[src/hdl/vlbp_pkg.sv]
// Package for the variable-length bit packer: field widths, byte constants
// and queue sizing shared by the interfaces and all modules.
// No dependencies.
package vlbp_pkg;

   localparam int CODE_LEN_W       = 6;
   localparam int CODE_BITS_W      = 32;
   localparam int BYTE_W           = 8;
   localparam int MAX_CODE_LEN_DEF = 32;
   localparam int QUEUE_DEPTH      = 2;

   // Byte sent alone when a flush finds no pending bits.
   localparam logic [BYTE_W-1:0] EMPTY_FLUSH_BYTE = 8'h08;

   // Pending bits held between items (at most one byte less one bit).
   localparam int PEND_W  = BYTE_W - 1;
   localparam int PCNT_W  = 3;

endpackage

[src/hdl/vlbp_req_if.sv]
// Input channel of the bit packer: one code (length and bits) per beat.
// Depends on vlbp_pkg.
interface vlbp_req_if
   import vlbp_pkg::*;
   ();
   logic                   valid;
   logic                   ready;
   logic [CODE_LEN_W-1:0]  code_len;
   logic [CODE_BITS_W-1:0] code_bits;

   modport source (output valid, output code_len, output code_bits, input ready);
   modport sink   (input valid, input code_len, input code_bits, output ready);
endinterface

[src/hdl/vlbp_rsp_if.sv]
// Output channel of the bit packer: one packed byte and a last flag per beat.
// Depends on vlbp_pkg.
interface vlbp_rsp_if
   import vlbp_pkg::*;
   ();
   logic              valid;
   logic              ready;
   logic [BYTE_W-1:0] out_byte;
   logic              last;

   modport source (output valid, output out_byte, output last, input ready);
   modport sink   (input valid, input out_byte, input last, output ready);
endinterface

[src/hdl/vlbp_front.sv]
// Front end of the bit packer: accepts codes, merges them with the pending
// bits and hands complete bytes to the queue as one job. Depends on vlbp_pkg.
module vlbp_front
   import vlbp_pkg::*;
#(
   parameter int MAX_CODE_LEN = MAX_CODE_LEN_DEF,
   parameter int DATA_W       = 39,
   parameter int POS_W        = 6
) (
   input  logic              clock,
   input  logic              reset,
   vlbp_req_if.sink          req_ch,
   output logic              job_valid,
   input  logic              job_ready,
   output logic [DATA_W-1:0] job_data,
   output logic [POS_W-1:0]  job_pos
);

   localparam int LEN_W = $clog2(MAX_CODE_LEN + 1);

   logic [PEND_W-1:0]      acc_ff, acc_in;
   logic [PCNT_W-1:0]      cnt_ff, cnt_in;
   logic [LEN_W-1:0]       len_sat;
   logic [CODE_BITS_W-1:0] bits_msk;
   logic [DATA_W-1:0]      merged;
   logic [POS_W-1:0]       total;
   logic [BYTE_W-1:0]      flush_head;
   logic                   is_flush;
   logic                   accept;

   assign req_ch.ready = job_ready;
   assign accept       = req_ch.valid && job_ready;
   assign is_flush     = (req_ch.code_len == '0);

   always_comb begin
      if (req_ch.code_len > CODE_LEN_W'(MAX_CODE_LEN)) begin
         len_sat = LEN_W'(MAX_CODE_LEN);
      end else begin
         len_sat = req_ch.code_len[LEN_W-1:0];
      end
      bits_msk   = req_ch.code_bits & ~({CODE_BITS_W{1'b1}} << len_sat);
      merged     = (DATA_W'(acc_ff) << len_sat) | DATA_W'(bits_msk);
      total      = POS_W'(cnt_ff) + POS_W'(len_sat);
      flush_head = BYTE_W'({acc_ff, 1'b0} << (PCNT_W'(PEND_W) - cnt_ff));
   end

   // A flush is packaged as a generic job so the back end needs no special case.
   always_comb begin
      job_valid = 1'b0;
      job_data  = merged;
      job_pos   = total;
      acc_in    = acc_ff;
      cnt_in    = cnt_ff;
      if (is_flush) begin
         if (cnt_ff != '0) begin
            job_data = DATA_W'({flush_head, BYTE_W'(cnt_ff)});
            job_pos  = POS_W'(2 * BYTE_W);
         end else begin
            job_data = DATA_W'(EMPTY_FLUSH_BYTE);
            job_pos  = POS_W'(BYTE_W);
         end
         job_valid = req_ch.valid;
         if (accept) begin
            acc_in = '0;
            cnt_in = '0;
         end
      end else begin
         job_valid = req_ch.valid && (total >= POS_W'(BYTE_W));
         if (accept) begin
            cnt_in = total[PCNT_W-1:0];
            acc_in = merged[PEND_W-1:0] & ~({PEND_W{1'b1}} << total[PCNT_W-1:0]);
         end
      end
   end

   always_ff @(posedge clock) begin
      if (reset) begin
         acc_ff <= '0;
         cnt_ff <= '0;
      end else begin
         acc_ff <= acc_in;
         cnt_ff <= cnt_in;
      end
   end

`ifndef ASSERT_OFF
   a_acc_clean: assert property (@(posedge clock) disable iff (reset)
      (acc_ff & ({PEND_W{1'b1}} << cnt_ff)) == '0)
      else $error("pending bits above the count are not zero");

   a_flush_clears: assert property (@(posedge clock) disable iff (reset)
      accept && is_flush |=> (acc_ff == '0) && (cnt_ff == '0))
      else $error("state not cleared after a flush");
`endif

endmodule

[src/hdl/vlbp_queue.sv]
// Short job queue between the front and back ends of the bit packer.
// Depends on vlbp_pkg for its depth.
module vlbp_queue
   import vlbp_pkg::*;
#(
   parameter int DATA_W = 39,
   parameter int POS_W  = 6
) (
   input  logic              clock,
   input  logic              reset,
   input  logic              push_valid,
   output logic              push_ready,
   input  logic [DATA_W-1:0] push_data,
   input  logic [POS_W-1:0]  push_pos,
   output logic              pop_valid,
   input  logic              pop_ready,
   output logic [DATA_W-1:0] pop_data,
   output logic [POS_W-1:0]  pop_pos
);

   localparam int PTR_W = (QUEUE_DEPTH > 1) ? $clog2(QUEUE_DEPTH) : 1;
   localparam int CNT_W = $clog2(QUEUE_DEPTH + 1);

   logic [DATA_W-1:0] data_mem [QUEUE_DEPTH];
   logic [POS_W-1:0]  pos_mem  [QUEUE_DEPTH];
   logic [PTR_W-1:0]  wr_ptr_ff, wr_ptr_in;
   logic [PTR_W-1:0]  rd_ptr_ff, rd_ptr_in;
   logic [CNT_W-1:0]  count_ff, count_in;
   logic              push, pop;

   assign push_ready = (count_ff != CNT_W'(QUEUE_DEPTH));
   assign pop_valid  = (count_ff != '0);
   assign push       = push_valid && push_ready;
   assign pop        = pop_valid && pop_ready;
   assign pop_data   = data_mem[rd_ptr_ff];
   assign pop_pos    = pos_mem[rd_ptr_ff];

   always_comb begin
      wr_ptr_in = wr_ptr_ff;
      rd_ptr_in = rd_ptr_ff;
      count_in  = count_ff;
      if (push) begin
         wr_ptr_in = (wr_ptr_ff == PTR_W'(QUEUE_DEPTH - 1)) ? '0 : wr_ptr_ff + 1'b1;
      end
      if (pop) begin
         rd_ptr_in = (rd_ptr_ff == PTR_W'(QUEUE_DEPTH - 1)) ? '0 : rd_ptr_ff + 1'b1;
      end
      if (push && !pop) begin
         count_in = count_ff + 1'b1;
      end else if (pop && !push) begin
         count_in = count_ff - 1'b1;
      end
   end

   always_ff @(posedge clock) begin
      if (push) begin
         data_mem[wr_ptr_ff] <= push_data;
         pos_mem[wr_ptr_ff]  <= push_pos;
      end
   end

   always_ff @(posedge clock) begin
      if (reset) begin
         wr_ptr_ff <= '0;
         rd_ptr_ff <= '0;
         count_ff  <= '0;
      end else begin
         wr_ptr_ff <= wr_ptr_in;
         rd_ptr_ff <= rd_ptr_in;
         count_ff  <= count_in;
      end
   end

`ifndef ASSERT_OFF
   a_count_bound: assert property (@(posedge clock) disable iff (reset)
      count_ff <= CNT_W'(QUEUE_DEPTH))
      else $error("queue count beyond its depth");
`endif

endmodule

[src/hdl/vlbp_back.sv]
// Back end of the bit packer: takes jobs from the queue and sends their
// complete bytes, most significant first, one per beat. Depends on vlbp_pkg.
module vlbp_back
   import vlbp_pkg::*;
#(
   parameter int DATA_W = 39,
   parameter int POS_W  = 6
) (
   input  logic              clock,
   input  logic              reset,
   input  logic              job_valid,
   output logic              job_ready,
   input  logic [DATA_W-1:0] job_data,
   input  logic [POS_W-1:0]  job_pos,
   vlbp_rsp_if.source        rsp_ch
);

   logic              busy_ff, busy_in;
   logic [DATA_W-1:0] data_ff, data_in;
   logic [POS_W-1:0]  pos_ff, pos_in;
   logic              valid_ff, valid_in;
   logic [BYTE_W-1:0] byte_ff, byte_in;
   logic              last_ff, last_in;
   logic              out_free;
   logic              emit;
   logic              final_byte;

   assign out_free   = !valid_ff || rsp_ch.ready;
   assign emit       = busy_ff && out_free;
   // Fewer than two bytes left at the cursor means this byte ends the job.
   assign final_byte = (pos_ff < POS_W'(2 * BYTE_W));
   assign job_ready  = !busy_ff || (emit && final_byte);

   always_comb begin
      busy_in  = busy_ff;
      data_in  = data_ff;
      pos_in   = pos_ff;
      valid_in = valid_ff && !rsp_ch.ready;
      byte_in  = byte_ff;
      last_in  = last_ff;
      if (emit) begin
         valid_in = 1'b1;
         byte_in  = BYTE_W'(data_ff >> (pos_ff - POS_W'(BYTE_W)));
         last_in  = final_byte;
         pos_in   = pos_ff - POS_W'(BYTE_W);
         busy_in  = !final_byte;
      end
      if (job_valid && job_ready) begin
         busy_in = 1'b1;
         data_in = job_data;
         pos_in  = job_pos;
      end
   end

   always_ff @(posedge clock) begin
      data_ff <= data_in;
      pos_ff  <= pos_in;
      byte_ff <= byte_in;
      last_ff <= last_in;
   end

   always_ff @(posedge clock) begin
      if (reset) begin
         busy_ff  <= 1'b0;
         valid_ff <= 1'b0;
      end else begin
         busy_ff  <= busy_in;
         valid_ff <= valid_in;
      end
   end

   assign rsp_ch.valid    = valid_ff;
   assign rsp_ch.out_byte = byte_ff;
   assign rsp_ch.last     = last_ff;

`ifndef ASSERT_OFF
   a_busy_has_byte: assert property (@(posedge clock) disable iff (reset)
      busy_ff |-> pos_ff >= POS_W'(BYTE_W))
      else $error("active job without a complete byte");
`endif

endmodule

[src/hdl/variable_length_bit_packer_core.sv]
// MSB-first variable-length bit packer, top level.
// req_ch carries one code per beat: code_len (0 = flush) and right-aligned
// code_bits. Lengths above MAX_CODE_LEN are treated as MAX_CODE_LEN.
// rsp_ch carries packed bytes, first bit in the MSB; last marks the final
// byte that one input beat causes. A code that completes no byte gives no
// beat. A flush gives the left-aligned partial byte and then the count of
// its valid bits, or the single byte 8 when nothing is pending.
// An accepted code passes through the job queue, the back-end job register
// and the output register before its first byte appears. While the receiver
// is ready, one output byte leaves per cycle, up to four for a 32-bit code;
// the byte emitter in the back end sets that rate. A two-entry job queue
// lets the front keep accepting codes while the back end drains bytes.
// When the receiver stalls, the output register holds its byte, the queue
// fills and req_ch.ready drops. Reset (synchronous) clears the pending
// bits, the queue and the output register; no clearing pass is needed.
// Depends on vlbp_pkg, vlbp_req_if, vlbp_rsp_if and the vlbp_* modules.
module variable_length_bit_packer_core
   import vlbp_pkg::*;
#(
   parameter int MAX_CODE_LEN = MAX_CODE_LEN_DEF
) (
   input  logic        clock,
   input  logic        reset,
   vlbp_req_if.sink    req_ch,
   vlbp_rsp_if.source  rsp_ch
);

   // Widest job: pending bits plus one code, or the two bytes of a flush.
   localparam int DATA_W = (MAX_CODE_LEN + PEND_W > 2 * BYTE_W) ?
                           (MAX_CODE_LEN + PEND_W) : (2 * BYTE_W);
   localparam int POS_W  = $clog2(DATA_W + 1);

   logic              fj_valid, fj_ready;
   logic [DATA_W-1:0] fj_data;
   logic [POS_W-1:0]  fj_pos;
   logic              bj_valid, bj_ready;
   logic [DATA_W-1:0] bj_data;
   logic [POS_W-1:0]  bj_pos;

   vlbp_front #(
      .MAX_CODE_LEN (MAX_CODE_LEN),
      .DATA_W       (DATA_W),
      .POS_W        (POS_W)
   ) u_front (
      .clock     (clock),
      .reset     (reset),
      .req_ch    (req_ch),
      .job_valid (fj_valid),
      .job_ready (fj_ready),
      .job_data  (fj_data),
      .job_pos   (fj_pos)
   );

   vlbp_queue #(
      .DATA_W (DATA_W),
      .POS_W  (POS_W)
   ) u_queue (
      .clock      (clock),
      .reset      (reset),
      .push_valid (fj_valid),
      .push_ready (fj_ready),
      .push_data  (fj_data),
      .push_pos   (fj_pos),
      .pop_valid  (bj_valid),
      .pop_ready  (bj_ready),
      .pop_data   (bj_data),
      .pop_pos    (bj_pos)
   );

   vlbp_back #(
      .DATA_W (DATA_W),
      .POS_W  (POS_W)
   ) u_back (
      .clock     (clock),
      .reset     (reset),
      .job_valid (bj_valid),
      .job_ready (bj_ready),
      .job_data  (bj_data),
      .job_pos   (bj_pos),
      .rsp_ch    (rsp_ch)
   );

endmodule

[src/flat_wrapper.sv]
// flat-port wrapper written by rule: the top's interface ports become plain ports
module variable_length_bit_packer_core_flat import vlbp_pkg::*;
#(
   parameter int MAX_CODE_LEN = MAX_CODE_LEN_DEF
)
  (clock, reset, req_ch_valid, req_ch_code_len, req_ch_code_bits, req_ch_ready, rsp_ch_valid, rsp_ch_out_byte, rsp_ch_last, rsp_ch_ready);
  vlbp_req_if req_ch_i ();
  vlbp_rsp_if rsp_ch_i ();
  input  logic clock;
  input  logic reset;
  input wire logic [$bits(req_ch_i.valid)-1:0] req_ch_valid;
  input wire logic [$bits(req_ch_i.code_len)-1:0] req_ch_code_len;
  input wire logic [$bits(req_ch_i.code_bits)-1:0] req_ch_code_bits;
  output wire logic [$bits(req_ch_i.ready)-1:0] req_ch_ready;
  output wire logic [$bits(rsp_ch_i.valid)-1:0] rsp_ch_valid;
  output wire logic [$bits(rsp_ch_i.out_byte)-1:0] rsp_ch_out_byte;
  output wire logic [$bits(rsp_ch_i.last)-1:0] rsp_ch_last;
  input wire logic [$bits(rsp_ch_i.ready)-1:0] rsp_ch_ready;
  assign req_ch_i.valid = req_ch_valid;
  assign req_ch_i.code_len = req_ch_code_len;
  assign req_ch_i.code_bits = req_ch_code_bits;
  assign req_ch_ready = req_ch_i.ready;
  assign rsp_ch_valid = rsp_ch_i.valid;
  assign rsp_ch_out_byte = rsp_ch_i.out_byte;
  assign rsp_ch_last = rsp_ch_i.last;
  assign rsp_ch_i.ready = rsp_ch_ready;
  variable_length_bit_packer_core #(.MAX_CODE_LEN(MAX_CODE_LEN)) u_core (.clock(clock), .reset(reset), .req_ch(req_ch_i), .rsp_ch(rsp_ch_i));
endmodule
[config.mk]
export PLATFORM = sky130hd
export DESIGN_NAME = variable_length_bit_packer_core_flat
export DESIGN_NICKNAME = d
export VERILOG_FILES = /design/src/hdl/vlbp_pkg.sv /design/src/hdl/vlbp_req_if.sv /design/src/hdl/vlbp_rsp_if.sv /design/src/hdl/vlbp_front.sv /design/src/hdl/vlbp_queue.sv /design/src/hdl/vlbp_back.sv /design/src/hdl/variable_length_bit_packer_core.sv /design/src/flat_wrapper.sv
export SDC_FILE = /design/constraint.sdc
export NUM_CORES = 1
export LEC_CHECK = 0
export CORE_MARGIN = 8
export CORE_UTILIZATION = 25
export DETAILED_ROUTE_END_ITERATION = 16
export DONT_BUFFER_PORTS = 1
export GPL_TIMING_DRIVEN = 0
export PLACE_DENSITY = 0.36
export REMOVE_ABC_BUFFERS = 1
export SYNTH_ARGS = -nofsm -noshare
export SYNTH_HDL_FRONTEND = slang
export SYNTH_SLANG_ARGS = --single-unit
[constraint.sdc]
create_clock -name clock -period 5.48 [get_ports clock]
set_input_delay 1.096 -clock clock [delete_from_list [all_inputs] [get_ports clock]]
set_output_delay 1.096 -clock clock [all_outputs]
set_load 0.1 [all_outputs]
==> results.yml, run 1 <==
logic_synthesis:
  synth_top_family_by_area: "multiplexers"
  synthMuxAreaShare: 0.174
  synth.area.top_cells: "edfxtp_1 (48%), mux2_2 (8.2%), mux2i_1 (7.0%)"
  synthArstFlopShare: 0
  ys.flop_type: "edfxtp_1"
  synthAdderAreaFrac: 0.00814
  synthDistinctLibCells: 65
  yosys.area.top_type_share: 0.485
  yosys_warnings: 0
  synth-seq-area-share: 0.523
  synthXorXnorAreaFrac: 0.00884
  postSynthCellCount: 789
  synth_simple_gate_area_frac: 0.108
  synth_seq_cells: 161
  syn_area_per_cell_um2: 11.3
  synth_edf_count: 144
  syn-cell-area_um2: 8920
  synth_compound_area_frac: 0.136
  yosys.area.top_type: "edfxtp_1"
floorplan:
  fp.dieW_um: 205
  core_area_um2: 35300
  rows: 69
  io-pin-count: 53
  start_util: 0.253
  dieHeight_um: 205
  dieArea_um2: 42000
power:
  design_power_total_mw: 5.55
  seq_power_share: 0.416
  p_sw_mw: 2.24
  power_frac_comb: 0.374
  ir_drop_v: 0.000270
  power_leakage_nw: 3.36
  power_density_nw_per_um2: 558
  power_switching_share: 0.403
  intPower_mw: 3.31
  power_frac_clock: 0.211
global_routing:
  grt_pass1_vias: 6170
  overflow: 0
  grt_max_degree: 44
  antenna_found_initial: 0
  grt_usage: 0.121
  grt_pass1_wl_um: 38600
timing:
  setup_tns_ns: 0
  worst_pin_slew_ns: 1.30
  timing.final.ws_setup_ns: 1.59
  skew_ns: 0.0196
  period_needed_ns: 3.89
  grt_setup_unrepaired: "false"
  worst_hold_slack_ns: 0.496
  slew_headroom: 0.135
  hold_viol: 0
  finalMaxSlewViolations: 0
  min_period_over_period: 0.709
  setup_viol: 0
  fmax_mhz: 257
routing:
  dr_total_vias: 6057
  routed_via_density: 4.93
  antenna_left: 0
  routedWlPerCell_um: 20.8
  first_pass_iters: 5
  routed_wl_um: 25500
  drt_iter0_drc: 518
  drc: 0
critical_path:
  startpoint_type: "flop"
  cpPeakStageDelay_ns: 1.21
  r2r_cells: 6
  worstSetupPathType: "flop to flop"
  path_buf_inv: 1
  cp_cell_sequence: "clkinv_1 -> mux2_2 -> nand2_1 -> o21ai_0 -> a221oi_1 -> a32o_1"
  critPathCaptureType: "flop"
  crit_family: "flip-flops"
  worst-path-stages: 6
  critPathRequiredTime_ns: 5.77
  critPathArrivalTime_ns: 4.18
  crit_slowest_cell: "edfxtp_1"
  crit_fanout: 36
finish:
  final_cell_area_um2: 9950
  layout.nets: 802
  finalNonFillerCells: 1229
  areaGrowthSynthToFinish_pct: 11.6
  postLayoutCoreUtil: 0.282
  final_cell_mix: "edfxtp_1 (144), nand2_1 (76), o21ai_0 (66)"
  final_common_cell: "edfxtp_1"
  antennaDiodeCount: 0
  drive_gt1_frac: 0.161
clock_tree:
  cts_resized: 0
  cts_max_path_buffers: 2
  root_buffer: "clkbuf_16"
  cts_made_buffers: 17
  cts_setup_buffers: 0
  clock_sinks: 161
  clkLatencyLatePin_ns: 0.42
  path_clk_slew_ns: 0.07
  htreeDepth: 4
  cts_tree: "yes"
  holdBufCountCts: 0
place:
  dpl_worst_slack_ns: 1.30
  portBuffers: 0
  placed_cells_incl_taps: 1196
  gp_congestion: 0.902
  dp_hpwl_um: 19300
  placed_area_um2: 9330
status:
  status: "complete, no violations"
worst_hold_path:
  worst_hold_path.num_cells: 2
  hold_class: "flop to flop"
flow_run:
  maxCapViolations: 0
## power groups by stage
stage	Sequential, mW	Combinational, mW	Clock (mW)
6_report	2.31	2.07	1.17
3_5_place_dp	2.37	2.04	0
2_1_floorplan	2.33	1.40	0
3_3_place_gp	2.46	1.88	0
4_1_cts	2.34	2.05	1.20
5_1_grt	2.36	2.29	1.25
## metal layers
layer,share of wire,wire length (um),track usage
met4,0.022,562,0.0401
met5,0,0,0
met2,0.44,11200,0.184
met1,0.49,12600,0.165
met3,0.047,1200,0.0288
## state kept, by name, summed over array words and instances, names as in the netlist, named ones only
register	flops
u_core.u_queue.rd_ptr_ff	1
u_core.u_back.rsp_ch.valid	1
u_core.u_queue.pos_mem	12
u_core.u_front.acc_ff	7
u_core.u_back.busy_ff	1
u_core.u_queue.data_mem	78
u_core.u_queue.count_ff	2
u_core.u_front.cnt_ff	3
u_core.u_queue.wr_ptr_ff	1
u_core.u_back.rsp_ch.out_byte	8
u_core.u_back.pos_ff	6
u_core.u_back.data_ff	39
u_core.u_back.rsp_ch.last	1
## cell families after synthesis
family,Yosys count
simple gates,207
compound gates,192
flops,161
mux,136
buf+inv,78
xor+xnor,9
fa+ha+maj,6
## cells in the mapped netlist (3+ instances only)
library cell	n
buf_4	7
a21oi_1	44
mux2i_1	62
nor3_1	11
o21ai_0	67
dfxtp_1	17
xor2_1	4
nand2b_1	8
buf_2	11
a21o_1	4
a211oi_1	5
o211ai_1	11
nand3_1	15
a32o_1	3
a22oi_1	5
and2_1	9
o221ai_1	7
mux4_2	8
clkbuf_1	31
xnor2_1	5
buf_1	8
and3_1	4
o21ai_1	3
nand4_1	3
o31ai_1	4
edfxtp_1	144
mux2_2	65
nand2_1	76
o2111ai_1	3
inv_1	16
ha_1	5
a2bb2oi_1	3
or2_2	4
nor2_1	51
nand3b_1	6
o22ai_1	3
a31oi_1	5
or3_1	4
nor2b_1	9
a22o_1	3
## worst paths after layout
check                          start                               end  slack [ns]
min reg2reg    u_core.u_back.busy_ff        u_core.u_back.rsp_ch.valid        0.50
min            u_core.u_back.busy_ff        u_core.u_back.rsp_ch.valid        0.50
max reg2reg  u_core.u_back.pos_ff[0]  u_core.u_back.rsp_ch.out_byte[6]        1.59
max          u_core.u_back.pos_ff[0]  u_core.u_back.rsp_ch.out_byte[6]        1.59
## cell type report
| class | count | area (um2) |
|---|---|---|
| fillers | 3623 | 25400 |
| flip-flops and latches | 161 | 4670 |
| multi-input cells | 550 | 3890 |
| well taps | 461 | 577 |
| clock buffers | 20 | 479 |
| repair buffers | 7 | 150 |
| clock inverters | 12 | 113 |
| inverters | 18 | 67.6 |
## worst register-to-register path: stages, from the launching register on
cell and delay (ns):
edfxtp_1 1.21, clkinv_1 1.16, mux2_2 0.59, nand2_1 0.07, o21ai_0 0.12, a221oi_1 0.42, a32o_1 0.19
(Power assumes the default switching activity.)
==> inputs of run 2 (changes only) <==
Settings changed: ABC_AREA set to 1.
Clock period 5.48 ns to 3.7 ns, I/O delays scaled along.
==> run 2 against run 1 <==
Synthesized cell count up 37%. Final area down 1.1%. Sequential share of layout area up 0.52 points. Setup slack worse by 1.2 ns. Count of clock-buffer cells in the layout down 3. Global-route usage up 1.2 points. Critical path depth up 1. Combinational power up 57%. Worst hold slack worse by 0.12 ns. Cell count up 24%. Critical path type unchanged. Highest routed layer unchanged.
==> results.yml, run 2 <==
logic_synthesis:
  yosys_warnings: 0
  yosys.area.top_type: "edfxtp_1"
  postSynthCellCount: 1079
  synth_top_family_by_area: "simple AND/OR/NAND/NOR gates"
  synth_most_common_cell: "nand2_1"
  synth_compound_area_frac: 0.112
  ys_top_cells_by_count: "nand2_1 (437), edfxtp_1 (144), nand3_1 (92)"
  syn-cell-area_um2: 8830
  synthXorXnorAreaFrac: 0.00198
  synthDistinctLibCells: 41
  synthArstFlopShare: 0
  synth_simple_gate_area_frac: 0.293
  synthMuxAreaShare: 0
  syn_area_per_cell_um2: 8.18
  synth.area.top_cells: "edfxtp_1 (49%), nand2_1 (19%), nand3_1 (5.2%)"
  synth_edf_count: 144
  ys.flop_type: "edfxtp_1"
  synth_seq_cells: 161
  synth-seq-area-share: 0.528
  yosys.area.top_type_share: 0.490
  synthAdderAreaFrac: 0.00709
floorplan:
  fp.dieW_um: 204
  dieHeight_um: 204
  start_util: 0.251
  dieArea_um2: 41600
  io-pin-count: 53
  core_area_um2: 35100
  rows: 69
finish:
  finalNonFillerCells: 1525
  biggestRegsByFlops: "u_core.u_queue.data_mem (78), u_core.u_back.data_ff (39), u_core.u_queue.pos_mem (12)"
  fillers: 3807
  drive_gt1_frac: 0.0827
  final_common_cell: "nand2_1"
  largest-register: "u_core.u_queue.data_mem"
  largest_reg_flops: 78
  final_cell_area_um2: 9840
  final_cell_mix: "nand2_1 (436), edfxtp_1 (144), nand3_1 (92)"
  antennaDiodeCount: 0
  final-seq-area_um2: 4670
  areaGrowthSynthToFinish_pct: 11.4
  multi_input_comb_area_um2: 3680
  layout.nets: 1098
critical_path:
  rrSetupSlack_ns: 0.38
  crit_fanout: 16
  startpoint_type: "flop"
  critPathRequiredTime_ns: 3.88
  r2r-start: "u_core.u_back.pos_ff[3]"
  r2r_end: "u_core.u_back.rsp_ch.out_byte[0]"
  critPathCaptureType: "flop"
  worstSetupPathType: "flop to flop"
  r2r_cells: 7
  critPathArrivalTime_ns: 3.50
clock_tree:
  path_clk_slew_ns: 0.07
  clock_sinks: 161
  clkLatencyLatePin_ns: 0.43
  cts_made_buffers: 17
  root_buffer: "clkbuf_16"
  cts_tree: "yes"
  htreeDepth: 4
  cts_max_path_buffers: 2
routing:
  routed_wl_um: 27200
  antenna_left: 0
  drt_iter0_drc: 536
  routedWlPerCell_um: 17.9
  dr_total_vias: 6979
  first_pass_iters: 5
  drc: 0
  routed_via_density: 4.58
global_routing:
  antenna_found_initial: 0
  grt_pass1_vias: 6926
  grt_max_degree: 44
  grt_pass1_wl_um: 42100
  grt_usage: 0.133
  overflow: 0
timing:
  finalMaxSlewViolations: 0
  min_period_over_period: 0.897
  slew_headroom: 0.156
  skew_ns: 0.00948
  hold_viol: 0
  fmax_mhz: 301
  setup_viol: 0
  period_needed_ns: 3.32
  worst_pin_slew_ns: 1.27
  grt_setup_unrepaired: "false"
power:
  power_density_nw_per_um2: 858
  power_leakage_nw: 3.85
  ir_drop_v: 0.000342
status:
  status: "complete, no violations"
place:
  dp_hpwl_um: 20400
  placed_area_um2: 9250
  portBuffers: 0
  gp_congestion: 0.908
  placed_cells_incl_taps: 1490
worst_hold_path:
  hold_start: "reset"
  hold_path_end: "u_core.u_back.rsp_ch.valid"
  worst_hold_path.num_cells: 1
  hold_class: "primary input to flop"
flow_run:
  maxCapViolations: 0
==> run 2: cell count changes after synthesis, sizes merged, moves of 9 or more <==
| cell | delta |
|---|---|
| nand2 | +370 |
| nand3 | +79 |
| mux2 | -65 |
| mux2i | -63 |
| inv | +45 |
| o21ai | +26 |
| o211ai | +13 |
| or2 | +12 |
| nor2b | -9 |
==> run 2: worst max-delay path by stage <==
stage	end	slack [ns]	depth (start not counted)	start
2_1_floorplan	u_core.u_queue.data_mem[0][0]	-1.00	13	req_ch_code_len[5]
3_3_place_gp	u_core.u_queue.data_mem[0][31]	-3.10	15	req_ch_code_len[5]
3_5_place_dp	u_core.u_queue.data_mem[0][31]	-0.47	16	req_ch_code_len[5]
4_1_cts	u_core.u_back.rsp_ch.out_byte[3]	0.20	7	u_core.u_back.pos_ff[2]
5_1_grt	u_core.u_back.rsp_ch.out_byte[0]	0.10	7	u_core.u_back.pos_ff[3]
6_report	u_core.u_back.rsp_ch.out_byte[0]	0.38	7	u_core.u_back.pos_ff[3]
==> run 2: stage by stage <==
step | utilization | hold slack [ns] | setup TNS, ns | power (mW) | worst slack [ns]
floorplan | - | 0.439 | -50.02 | 5.66 | -1.00
global placement | 0.260 | 0.450 | -265.57 | 6.88 | -3.10
detailed placement | 0.263 | 0.457 | -18.84 | 6.82 | -0.467
CTS | 0.279 | 0.339 | 0 | 8.56 | 0.195
global route | 0.280 | 0.344 | 0 | 9.19 | 0.101
finish | 0.280 | 0.378 | 0 | 8.44 | 0.380
==> run 2: final cells by class <==
class	count	area share
clock buffer	17	0.0432
clock inverter	15	0.0134
inverter	63	0.0252
multi-input combinational	801	0.374
sequential	161	0.474
tap	461	0.0586
timing repair buffer	7	0.0112
==> run 2: cells by family after synthesis <==
family                   count (synthesis)
AND/OR/NAND/NOR                        620
AO/OA/AOI/OAI                          174
flip-flops                             161
buffers and inverters                  117
adder cells (fa/ha/maj)                  5
XOR/XNOR                                 2
==> run 2: layer usage <==
layer,wire length [um],global-route usage,vias to the layer above
met5,0,0,-
met2,12100,0.202,130
met1,13800,0.187,3265
met3,1100,0.0336,13
met4,257,0.0298,0
li1,-,-,3571
==> run 2: what timing repair did <==
action / 4_1_cts / 5_1_grt
hold buffers: 0 / 0
gates resized for setup: 1 / 1
setup buffers: 0 / 3
setup endpoints to repair: 5 / 32
pin swaps: 0 / 1
gates cloned: 0 / 0
==> run 2: power by group <==
part	internal, mW	switching (mW)
sequential	2.69	0.782
clock	0.933	0.775
combinational	0.995	2.26
==> run 2: critical path, stage by stage (launching register included) <==
cell      delay [ns]
edfxtp_1        0.79
inv_1           0.51
ha_1            0.35
xnor2_1         0.76
nand3b_1        0.28
nor2_1          0.10
a21oi_1         0.21
nand2_1         0.07
